### config.mk
export PLATFORM = sky130hd
export DESIGN_NAME = mms_mul
export DESIGN_NICKNAME = d
export VERILOG_FILES = /design/src/rtl/core/mms_pkg.sv /design/src/rtl/core/mms_mul.sv
export SDC_FILE = /design/constraint.sdc
export NUM_CORES = 2
export LEC_CHECK = 0
export ABC_AREA = 1
export BUFFER_PORTS_ARGS = -buffer_cell sky130_fd_sc_hd__buf_2
export CAP_MARGIN = 20
export CORE_MARGIN = 1
export CORE_UTILIZATION = 60
export CTS_BUF_LIST = sky130_fd_sc_hd__clkbuf_4
export DETAILED_ROUTE_END_ITERATION = 10
export PLACE_DENSITY = 0.81
export SETUP_SLACK_MARGIN = 0.02
export SLEW_MARGIN = 10
export SYNTH_ARGS = -nofsm -noshare
export SYNTH_HDL_FRONTEND = slang
export SYNTH_SLANG_ARGS = --single-unit
### constraint.sdc
create_clock -name clk -period 5.6 [get_ports clk]
set_input_delay 0 -clock clk [delete_from_list [all_inputs] [get_ports clk]]
set_output_delay 0 -clock clk [all_outputs]
set_load 0.02 [all_outputs]
### src/rtl/core/mms_pkg.sv
package mms_pkg;

  localparam int STAT_WORDS = 20;
  localparam int CFG_WIDTH = 17;
  localparam logic [10:0] DAY_SELECT = 11'd1024;
  localparam logic [16:0] DAY_SECONDS = 17'd86400;
  localparam logic [16:0] MINUTE_SECONDS = 17'd60;
  localparam logic signed [63:0] SUM_MAX = 64'sh7FFF_FFFF_FFFF_FFFF;
  localparam logic signed [63:0] SUM_MIN = 64'sh8000_0000_0000_0000;

  localparam logic [1:0] MODE_QUOTE = 2'd0;
  localparam logic [1:0] MODE_TRADE = 2'd1;
  localparam logic [1:0] MODE_READ = 2'd2;

  localparam logic [1:0] SIDE_BUY = 2'd0;
  localparam logic [1:0] SIDE_SELL = 2'd1;

  localparam logic CFG_WINDOW_START = 1'b0;
  localparam logic CFG_WINDOW_END = 1'b1;

  localparam logic [4:0] W_STAMP = 5'd0;
  localparam logic [4:0] W_QCOUNT = 5'd1;
  localparam logic [4:0] W_MID_SUM = 5'd2;
  localparam logic [4:0] W_MID_SQ = 5'd3;
  localparam logic [4:0] W_MID_MIN = 5'd4;
  localparam logic [4:0] W_MID_MAX = 5'd5;
  localparam logic [4:0] W_SPR_SUM = 5'd6;
  localparam logic [4:0] W_SPR_MIN = 5'd7;
  localparam logic [4:0] W_SPR_MAX = 5'd8;
  localparam logic [4:0] W_L1_SIZE = 5'd9;
  localparam logic [4:0] W_TCOUNT = 5'd10;
  localparam logic [4:0] W_PX_SUM = 5'd11;
  localparam logic [4:0] W_SZ_SUM = 5'd12;
  localparam logic [4:0] W_SZ_MIN = 5'd13;
  localparam logic [4:0] W_SZ_MAX = 5'd14;
  localparam logic [4:0] W_BUY_VOL = 5'd15;
  localparam logic [4:0] W_SELL_VOL = 5'd16;
  localparam logic [4:0] W_VOLUME = 5'd17;
  localparam logic [4:0] W_PXSZ_SUM = 5'd18;
  localparam logic [4:0] W_PPSZ_SUM = 5'd19;

  typedef struct packed {
    logic [1:0]  mode;
    logic [31:0] time_sec;
    logic [23:0] bid_price;
    logic [23:0] ask_price;
    logic [23:0] bid_size;
    logic [23:0] ask_size;
    logic [23:0] trade_price;
    logic [23:0] trade_size;
    logic [1:0]  trade_side;
    logic [10:0] bin_select;
  } item_t;

  typedef struct packed {
    logic [4:0]         stat_id;
    logic signed [63:0] stat_value;
    logic               bin_empty;
    logic               last;
  } result_t;

  function automatic logic signed [63:0] reset_word(input logic [4:0] k);
    logic signed [63:0] v;
    v = '0;
    if (k == W_MID_MIN || k == W_SPR_MIN || k == W_SZ_MIN) v = SUM_MAX;
    return v;
  endfunction

endpackage

### src/rtl/core/mms_mul.sv
module mms_mul (
  input  logic        clk,
  input  logic [24:0] a,
  input  logic [24:0] b,
  output logic [49:0] p
);
  import mms_pkg::*;

  always_ff @(posedge clk) begin
    p <= a * b;
  end

endmodule

==> results.sh <==
export IMPL_yosys_warnings=0
export IMPL_synth_distinct_cells=26
export IMPL_cts_tree="yes"
export IMPL_fin_crit_sh_pct=95.37
export IMPL_top_regs="p (50)"
export IMPL_final_nets=4170
export IMPL_layout_commonest_cell="inv_1"
export IMPL_fillers=3201
export IMPL_grt_ovfl_total=0
export IMPL_drt_wl_total_mm=59.34
export IMPL_cts_root_buf="clkbuf_4"
export IMPL_rsz0062_at_grt="yes"
export IMPL_critPathCaptureType="flip-flop"
export IMPL_layout_common_cells="inv_1, nand2_1, fa_1"
export IMPL_hold_viol_final=0
export IMPL_period_needed_ns=5.341
export IMPL_status="finished clean"
export IMPL_required_ns=5.92
export IMPL_dp_hpwl_mm=52.80
export IMPL_viasPerCell=4.980
export IMPL_die_y_um=201.1
export IMPL_stdcell_count=3928
export IMPL_die_x_um=201.1
export IMPL_htreeDepth=2
export IMPL_regArea_sq_um=1001
export IMPL_worst_hold_path_type="in -> reg"
export IMPL_post_synth_inst_count=3268
export IMPL_holdPathEnd="p[0]"
export IMPL_stdcell_area_sq_um=26020
export IMPL_dp_cells=3919
export IMPL_die_area_sq_um=40430
export IMPL_hold_path_startpoint="b[0]"
export IMPL_finalMaxSlewViolations=0
export IMPL_synth_area_per_cell_sq_um=7.276
export IMPL_cts_clk_slew_worst_paths_ns=0.24
export IMPL_arrival_ns=5.66
export IMPL_cts_sinks=50
export IMPL_postRouteAntennaNets=0
export IMPL_cts_buffers=5
export IMPL_num_rows=72
export IMPL_netlist_area_sq_um=23780
export IMPL_holdPathStages=3
export IMPL_largest_register="p"
export IMPL_ctsHoldBuffers=0
export IMPL_antenna_found_initial=3
export IMPL_setup_viol=0
export IMPL_fmax_ghz=0.1872
export IMPL_grt_start_max_net_pins=26
export IMPL_multiInputGateArea_sq_um=18000
export IMPL_drive_above_1_share_pct=11.21
export IMPL_dr_first_iter_drc_count=1295
export IMPL_worstMarginPinSlew_ns=0.5534
export IMPL_path_max_fanout=14
export IMPL_critPathLaunchType="input pin"
export IMPL_port_buffers=100
export IMPL_dr_pass1_iters=5
export IMPL_ios=101
export IMPL_wl_per_cell_um=15.11
export IMPL_drv_cap=0
export IMPL_gp_congestion=0.9686
export IMPL_grt_pass1_wl_mm=101.0
export IMPL_grt_pass1_vias=20974
export IMPL_core_sq_um=38830
export IMPL_cts_buffer_depth=2
export IMPL_ys_ff_latch=50
export IMPL_num_vias=19561
export IMPL_path_class="in -> reg"
export IMPL_synthToLayoutAreaGrowth_pct=9.440
export IMPL_synth_nets=4030
export IMPL_maxSlewHeadroom_pct=63.10
export IMPL_largest_reg_flops=50
export IMPL_start_util_pct=61.24
export IMPL_track_usage_pct=31.21
export IMPL_drcViolationCount=0
export IMPL_placed_area_sq_um=25930
export IMPL_yosysSeqAreaShare_pct=4.209
## per-layer routing
metal / vias to the layer above / global-route usage (%) / share of wire (%)
met5: - / 0 / 0.013
met4: 2 / 9.896 / 3.4
met3: 137 / 3.328 / 7.0
met2: 791 / 55.33 / 50
met1: 9509 / 39.99 / 39
li1: 9122 / - / -
## layout make-up
type                    count  area share [%]
clock inverters             3          0.1106
diodes                      1        0.009616
flip-flops and latches     50           3.846
clock buffers               5          0.1442
well taps                 518           2.491
multi-input cells        1944           69.18
inverters                1124           16.21
repair buffers            283           8.010
## worst max path at each step
stage | startpoint | end | slack (ns) | cells past startpoint
after floorplan | a[13] | p[33] | 0.06 | 27
after global routing | b[5] | p[37] | 0.02 | 28
after detailed placement | b[3] | p[37] | -0.29 | 27
after global placement | a[16] | p[37] | -0.22 | 27
after CTS | b[3] | p[37] | 0.16 | 27
final | b[10] | p[32] | 0.26 | 24
## cells by family (layout without fill, tap and decap cells)
kind of cell	after synthesis	after routing	share of synthesized area, %
buffers and inverters	1274	1415	20.11
and+or+nand+nor	1168	1168	19.78
adders and majority gates	711	711	54.02
other	0	1	0
DFF	50	50	4.209
AOI/OAI and AO/OA	38	38	0.8892
xor gates and xnor gates	27	27	0.9945
## worst max-delay path, cell delays in order
cell and delay [ns]:
buf_2 0.32, nand2_1 0.14, fa_1 0.55, inv_1 0.05, fa_1 0.52, inv_1 0.05
fa_1 0.50, inv_1 0.06, fa_1 0.56, fa_1 0.47, fa_1 0.50, inv_1 0.05
fa_1 0.48, inv_1 0.04, ha_1 0.37, nand2_2 0.11, nor2_2 0.20, nand2_1 0.15
inv_2 0.08, nand2_1 0.08, a21oi_1 0.20, nor2_1 0.07, nand2_1 0.06, nand2_1 0.04
## per-stage QoR
stage          setup WS, ns  setup TNS [ns]  util [%]  hold slack (ns)
6_report             0.2591               0     67.02          0.01106
5_1_grt             0.01767               0     67.02          0.02789
4_1_cts              0.1586               0     66.94         0.005442
3_5_place_dp        -0.2871          -3.869     66.77           0.4154
3_3_place_gp        -0.2202          -2.164     66.77           0.4149
2_1_floorplan       0.05964               0         -           0.2861
## synthesized netlist by cell type
master / instances / area, sq um
a31oi_1: 2 / 12.51
a21o_1: 1 / 7.510
nand3_2: 9 / 90.09
a21oi_1: 28 / 140.1
clkbuf_1: 150 / 563.0
xnor2_1: 3 / 26.28
nor3_1: 5 / 25.02
nand2_1: 997 / 3742
fa_1: 526 / 10530
inv_2: 17 / 63.81
nand4_1: 7 / 43.79
nor2_2: 28 / 175.2
inv_1: 1106 / 4151
clkinv_1: 1 / 3.750
nand3_1: 37 / 185.2
nor3_2: 2 / 20.02
ha_1: 185 / 2315
xor2_1: 24 / 210.2
nor2_4: 6 / 67.56
o21ai_0: 1 / 5.000
a21oi_2: 1 / 8.760
nand2_2: 25 / 156.4
or2_2: 1 / 6.260
nor2_1: 51 / 191.4
dfxtp_1: 50 / 1001
o21bai_1: 5 / 37.54
## timing repair
action	CTS	global route
endpoints found under the setup margin	0	15
buffers inserted	0	0
resized for setup	0	11
Power is left out: the tool's default activity adds up to more than one toggle a clock period on the data nets, which glitch-free logic cannot reach.
