===== config.mk =====
export PLATFORM = sky130hd
export DESIGN_NAME = mms_div
export DESIGN_NICKNAME = d
export VERILOG_FILES = /design/src/rtl/core/mms_pkg.sv /design/src/rtl/core/mms_div.sv
export SDC_FILE = /design/constraint.sdc
export NUM_CORES = 2
export LEC_CHECK = 0
export BUFFER_PORTS_ARGS = -buffer_cell sky130_fd_sc_hd__buf_2
export CORE_MARGIN = 3
export CORE_UTILIZATION = 30
export DETAILED_ROUTE_END_ITERATION = 8
export PLACE_DENSITY = 0.44
export SYNTH_ARGS = -nofsm -noshare
export SYNTH_HDL_FRONTEND = slang
export SYNTH_SLANG_ARGS = --single-unit

===== constraint.sdc =====
create_clock -name clk -period 21.5 [get_ports clk]
set_input_delay 0 -clock clk [delete_from_list [all_inputs] [get_ports clk]]
set_output_delay 0 -clock clk [all_outputs]
set_load 0.02 [all_outputs]

===== src/rtl/core/mms_pkg.sv =====
package mms_pkg;

  localparam int STAT_WORDS = 20;
  localparam int CFG_WIDTH = 17;
  localparam logic [10:0] DAY_SELECT = 11'd1024;
  localparam logic [16:0] DAY_SECONDS = 17'd86400;
  localparam logic [16:0] MINUTE_SECONDS = 17'd60;
  localparam logic signed [63:0] SUM_MAX = 64'sh7FFF_FFFF_FFFF_FFFF;
  localparam logic signed [63:0] SUM_MIN = 64'sh8000_0000_0000_0000;

  localparam logic [1:0] MODE_QUOTE = 2'd0;
  localparam logic [1:0] MODE_TRADE = 2'd1;
  localparam logic [1:0] MODE_READ = 2'd2;

  localparam logic [1:0] SIDE_BUY = 2'd0;
  localparam logic [1:0] SIDE_SELL = 2'd1;

  localparam logic CFG_WINDOW_START = 1'b0;
  localparam logic CFG_WINDOW_END = 1'b1;

  localparam logic [4:0] W_STAMP = 5'd0;
  localparam logic [4:0] W_QCOUNT = 5'd1;
  localparam logic [4:0] W_MID_SUM = 5'd2;
  localparam logic [4:0] W_MID_SQ = 5'd3;
  localparam logic [4:0] W_MID_MIN = 5'd4;
  localparam logic [4:0] W_MID_MAX = 5'd5;
  localparam logic [4:0] W_SPR_SUM = 5'd6;
  localparam logic [4:0] W_SPR_MIN = 5'd7;
  localparam logic [4:0] W_SPR_MAX = 5'd8;
  localparam logic [4:0] W_L1_SIZE = 5'd9;
  localparam logic [4:0] W_TCOUNT = 5'd10;
  localparam logic [4:0] W_PX_SUM = 5'd11;
  localparam logic [4:0] W_SZ_SUM = 5'd12;
  localparam logic [4:0] W_SZ_MIN = 5'd13;
  localparam logic [4:0] W_SZ_MAX = 5'd14;
  localparam logic [4:0] W_BUY_VOL = 5'd15;
  localparam logic [4:0] W_SELL_VOL = 5'd16;
  localparam logic [4:0] W_VOLUME = 5'd17;
  localparam logic [4:0] W_PXSZ_SUM = 5'd18;
  localparam logic [4:0] W_PPSZ_SUM = 5'd19;

  typedef struct packed {
    logic [1:0]  mode;
    logic [31:0] time_sec;
    logic [23:0] bid_price;
    logic [23:0] ask_price;
    logic [23:0] bid_size;
    logic [23:0] ask_size;
    logic [23:0] trade_price;
    logic [23:0] trade_size;
    logic [1:0]  trade_side;
    logic [10:0] bin_select;
  } item_t;

  typedef struct packed {
    logic [4:0]         stat_id;
    logic signed [63:0] stat_value;
    logic               bin_empty;
    logic               last;
  } result_t;

  function automatic logic signed [63:0] reset_word(input logic [4:0] k);
    logic signed [63:0] v;
    v = '0;
    if (k == W_MID_MIN || k == W_SPR_MIN || k == W_SZ_MIN) v = SUM_MAX;
    return v;
  endfunction

endpackage


===== src/rtl/core/mms_div.sv =====
module mms_div (
  input  logic        clk,
  input  logic        rst,
  input  logic        go,
  input  logic [31:0] dividend,
  input  logic        by_day,
  output logic [31:0] rem,
  output logic [31:0] quo,
  output logic        done
);
  import mms_pkg::*;

  // floor(2^48 / 86400) and floor(2^37 / 60); the quotient estimate is short
  // by at most one for any 32-bit dividend
  localparam logic [31:0] RECIP_DAY = 32'd3257812230;
  localparam logic [31:0] RECIP_MIN = 32'd2290649224;

  typedef enum logic [2:0] {
    D_IDLE, D_MUL, D_EST, D_REM, D_FIX
  } dstate_t;

  dstate_t     dstate;
  logic        day;
  logic [31:0] n;
  logic [63:0] prod;
  logic [31:0] qe;
  logic [31:0] mconst;
  logic [31:0] dconst;
  logic [31:0] back;

  assign mconst = day ? RECIP_DAY : RECIP_MIN;
  assign dconst = day ? 32'(DAY_SECONDS) : 32'(MINUTE_SECONDS);
  assign back = day ? qe * 32'(DAY_SECONDS) : qe * 32'(MINUTE_SECONDS);

  always_ff @(posedge clk) begin
    if (rst) begin
      dstate <= D_IDLE;
      done <= 1'b0;
    end else begin
      done <= 1'b0;
      case (dstate)
        D_IDLE: begin
          if (go) begin
            n <= dividend;
            day <= by_day;
            dstate <= D_MUL;
          end
        end
        D_MUL: begin
          prod <= 64'(n) * 64'(mconst);
          dstate <= D_EST;
        end
        D_EST: begin
          qe <= day ? 32'(prod[63:48]) : 32'(prod[63:37]);
          dstate <= D_REM;
        end
        D_REM: begin
          rem <= n - back;
          quo <= qe;
          dstate <= D_FIX;
        end
        D_FIX: begin
          // advance a short estimate by one
          if (rem >= dconst) begin
            rem <= rem - dconst;
            quo <= quo + 32'd1;
          end
          done <= 1'b1;
          dstate <= D_IDLE;
        end
        default: dstate <= D_IDLE;
      endcase
    end
  end

endmodule


==> results.txt <==
post-DP HPWL - 88800 um
share of cells above drive strength 1 - 5.74%
number of synthesized flops with an enable pin - 151
reg2reg start - day$_DFFE_PP_
routed length per placed instance - 19.4 um
Clk Latency, worst-skew pair - 0.51 ns
crit start category - flip-flop
Worst Tran Pin Value - 1.01 ns
R2R Path End - prod[59]$_DFFE_PP_
worst-case reg-to-reg path depth - 27
crit-path most repeated cell - fa_1
CTS Sinks - 155
Final nets - 4847
register bit total from synthesis - 155
library cells used by synthesis - 84
via count - 23704
antenna violations before repair - 3
core area - 0.111 mm2
CP Class - flip-flop to flip-flop
RSZ-0062 raised after global routing - false
Worst Setup End Kind - flip-flop
largest net degree at the start of global routing - 84
setup_tns - 0 ns
fin crit period - 9.48 ns
GRT Total Usage - 18.0%
first-pass GRT wire length - 156000 um
cts bufs inserted - 17
CTS tree - done
drt pass-1 iters - 5
pins over their slew limit - 0
area grow syn2layout - 10.6%
HP Class - input port to flip-flop
Critical Path Source - day$_DFFE_PP_
CP arrival - 9.74 ns
row count - 122
Synth async-reset ratio - 0%
GP Congestion - 0.903
root buffer cell - clkbuf_16
Post-Synthesis Cell Area - 0.0337 mm2
CP max stage delay - 0.75 ns
Seq/Total Area, Yosys - 13.7%
Critical path destination - prod[59]$_DFFE_PP_
post-synthesis area per instance - 9.58 um2
final hold violation count - 0
dpl cell area - 0.0363 mm2
critical path peak fanout - 64
PortBufs - 100
warnings from Yosys - 0
Post-Route WL - 101000 um
clk_skew - 0.0224 ns
Initial Util - 30.3%
post-route design area - 0.0373 mm2
outcome - finished clean
Vias/cell - 4.54
Overflow after GRT - 0
I/O Pins - 101
H-tree depth - 4
initial DRC count - 1290
die area - 0.116 mm2
critical path's slowest cell - a221oi_2
fmax - 105 MHz
R2R Setup Slk - 12.02 ns
clock transition at the registers of the reported paths - 0.08 ns
die height - 341 um
Gate Count Post-Synth - 3519
Worst Path Required - 21.76 ns
# DRC - 0
Most used DFF post-synth - edfxtp_1
vias in the first global route - 25062
MaxCap Viol Count - 0
Routed Antenna Nets - 0
Longest Clk Path Bufs - 2
Die X - 341 um
Final period util - 44.1%
buffer count from post-CTS setup fixing - 0
Worst slew margin - 33.0%
final number of setup-violating endpoints - 0
## metal layers
layer  vias up  track usage [%]  routed length (um)
li1      11480                -                   -
met1     11681             26.3               50000
met2       464             27.6               44300
met3        77             3.05                5130
met4         2             4.21                1960
met5         -                0                  13
## sequential cells by signal (all words and copies together) (netlist names)
name	cells
qe	27
rem	32
prod	27
day	1
n	32
dstate	3
done	1
quo	32
## cell type report
type / count / area [um2]
fill: 11692 / 73900
sequential: 155 / 4610
clock buffer: 17 / 425
multi-input combinational: 2403 / 25500
inverter: 986 / 3700
tap: 1488 / 1860
antenna: 1 / 2.50
clock inverter: 15 / 181
timing repair buffer: 153 / 988
## metrics by stage
step	cells	hold WS [ns]	utilization, %	worst slack (ns)
final	5218	0.197	33.5	12.02
after global routing	5217	0.168	33.5	11.48
after global placement	5149	0.178	32.7	12.10
after floorplan	3599	0.0844	-	13.76
after CTS	5217	0.145	33.5	11.98
after detailed placement	5149	0.178	32.7	12.02
## cell usage after synthesis, drive strengths merged, types with 46 or more instances
cell    instances  area (um2)
inv           986        3700
ha            563        7040
fa            532       10700
nand2         246         928
edfxtp        151        4530
a21oi         132         668
nor2          109         409
xnor2          97         850
o21ai          95         479
a21o           52         390
xor2           50         438
clkbuf         46         173
## worst max-delay path: cells and delay by family, from the launching register on
kind | cells | cell delay (ns)
AO/OA/AOI/OAI | 9 | 2.44
XOR/XNOR | 1 | 0.26
adder cells (fa/ha/maj) | 9 | 3.95
buffers and inverters | 6 | 1.43
flip-flops | 1 | 0.32
AND/OR/NAND/NOR | 2 | 0.70
## timing repair
| item | in CTS | in global routing |
|---|---|---|
| endpoints found under the setup margin | 0 | 0 |
| resized for setup | 0 | 0 |
| hold buffers | 36 | 0 |
| endpoints found under the hold margin | 36 | 0 |
## cell usage in the layout (no fill, tap or decap), drive strengths merged, types with 30 or more instances in the layout
cell,count
buf,117
inv,996
nor3,31
fa,532
dlygate4sd3,36
a21oi,132
xnor2,97
o21ai,95
edfxtp,151
nand3,38
nor2,109
ha,563
and3,30
xor2,50
a21o,52
conb,82
nand2,246
## kinds of logic (layout without fill, tap and decap cells)
| kind of cell | count (synthesis) | after routing | share of synthesized area (%) |
|---|---|---|---|
| fa+ha+maj | 1095 | 1095 | 52.5 |
| buf+inv | 1041 | 1171 | 11.6 |
| simple gates | 604 | 604 | 8.50 |
| compound gates | 443 | 443 | 8.77 |
| flops | 155 | 155 | 13.7 |
| xor+xnor | 149 | 149 | 3.95 |
| mux | 30 | 30 | 0.954 |
| other cells | 2 | 83 | 0.0223 |
## worst min-delay path by stage
stage / to / depth (start not counted) / startpoint
detailed placement: n[17]$_DFFE_PP_ / 1 / dividend[17]
finish: n[13]$_DFFE_PP_ / 2 / dividend[13]
floorplan: done$_SDFF_PP0_ / 1 / rst
global placement: n[12]$_DFFE_PP_ / 1 / dividend[12]
global route: n[8]$_DFFE_PP_ / 2 / dividend[8]
CTS: n[13]$_DFFE_PP_ / 2 / dividend[13]
Power is left out: the tool's default activity adds up to more than one toggle a clock period on the data nets, which glitch-free logic cannot reach.
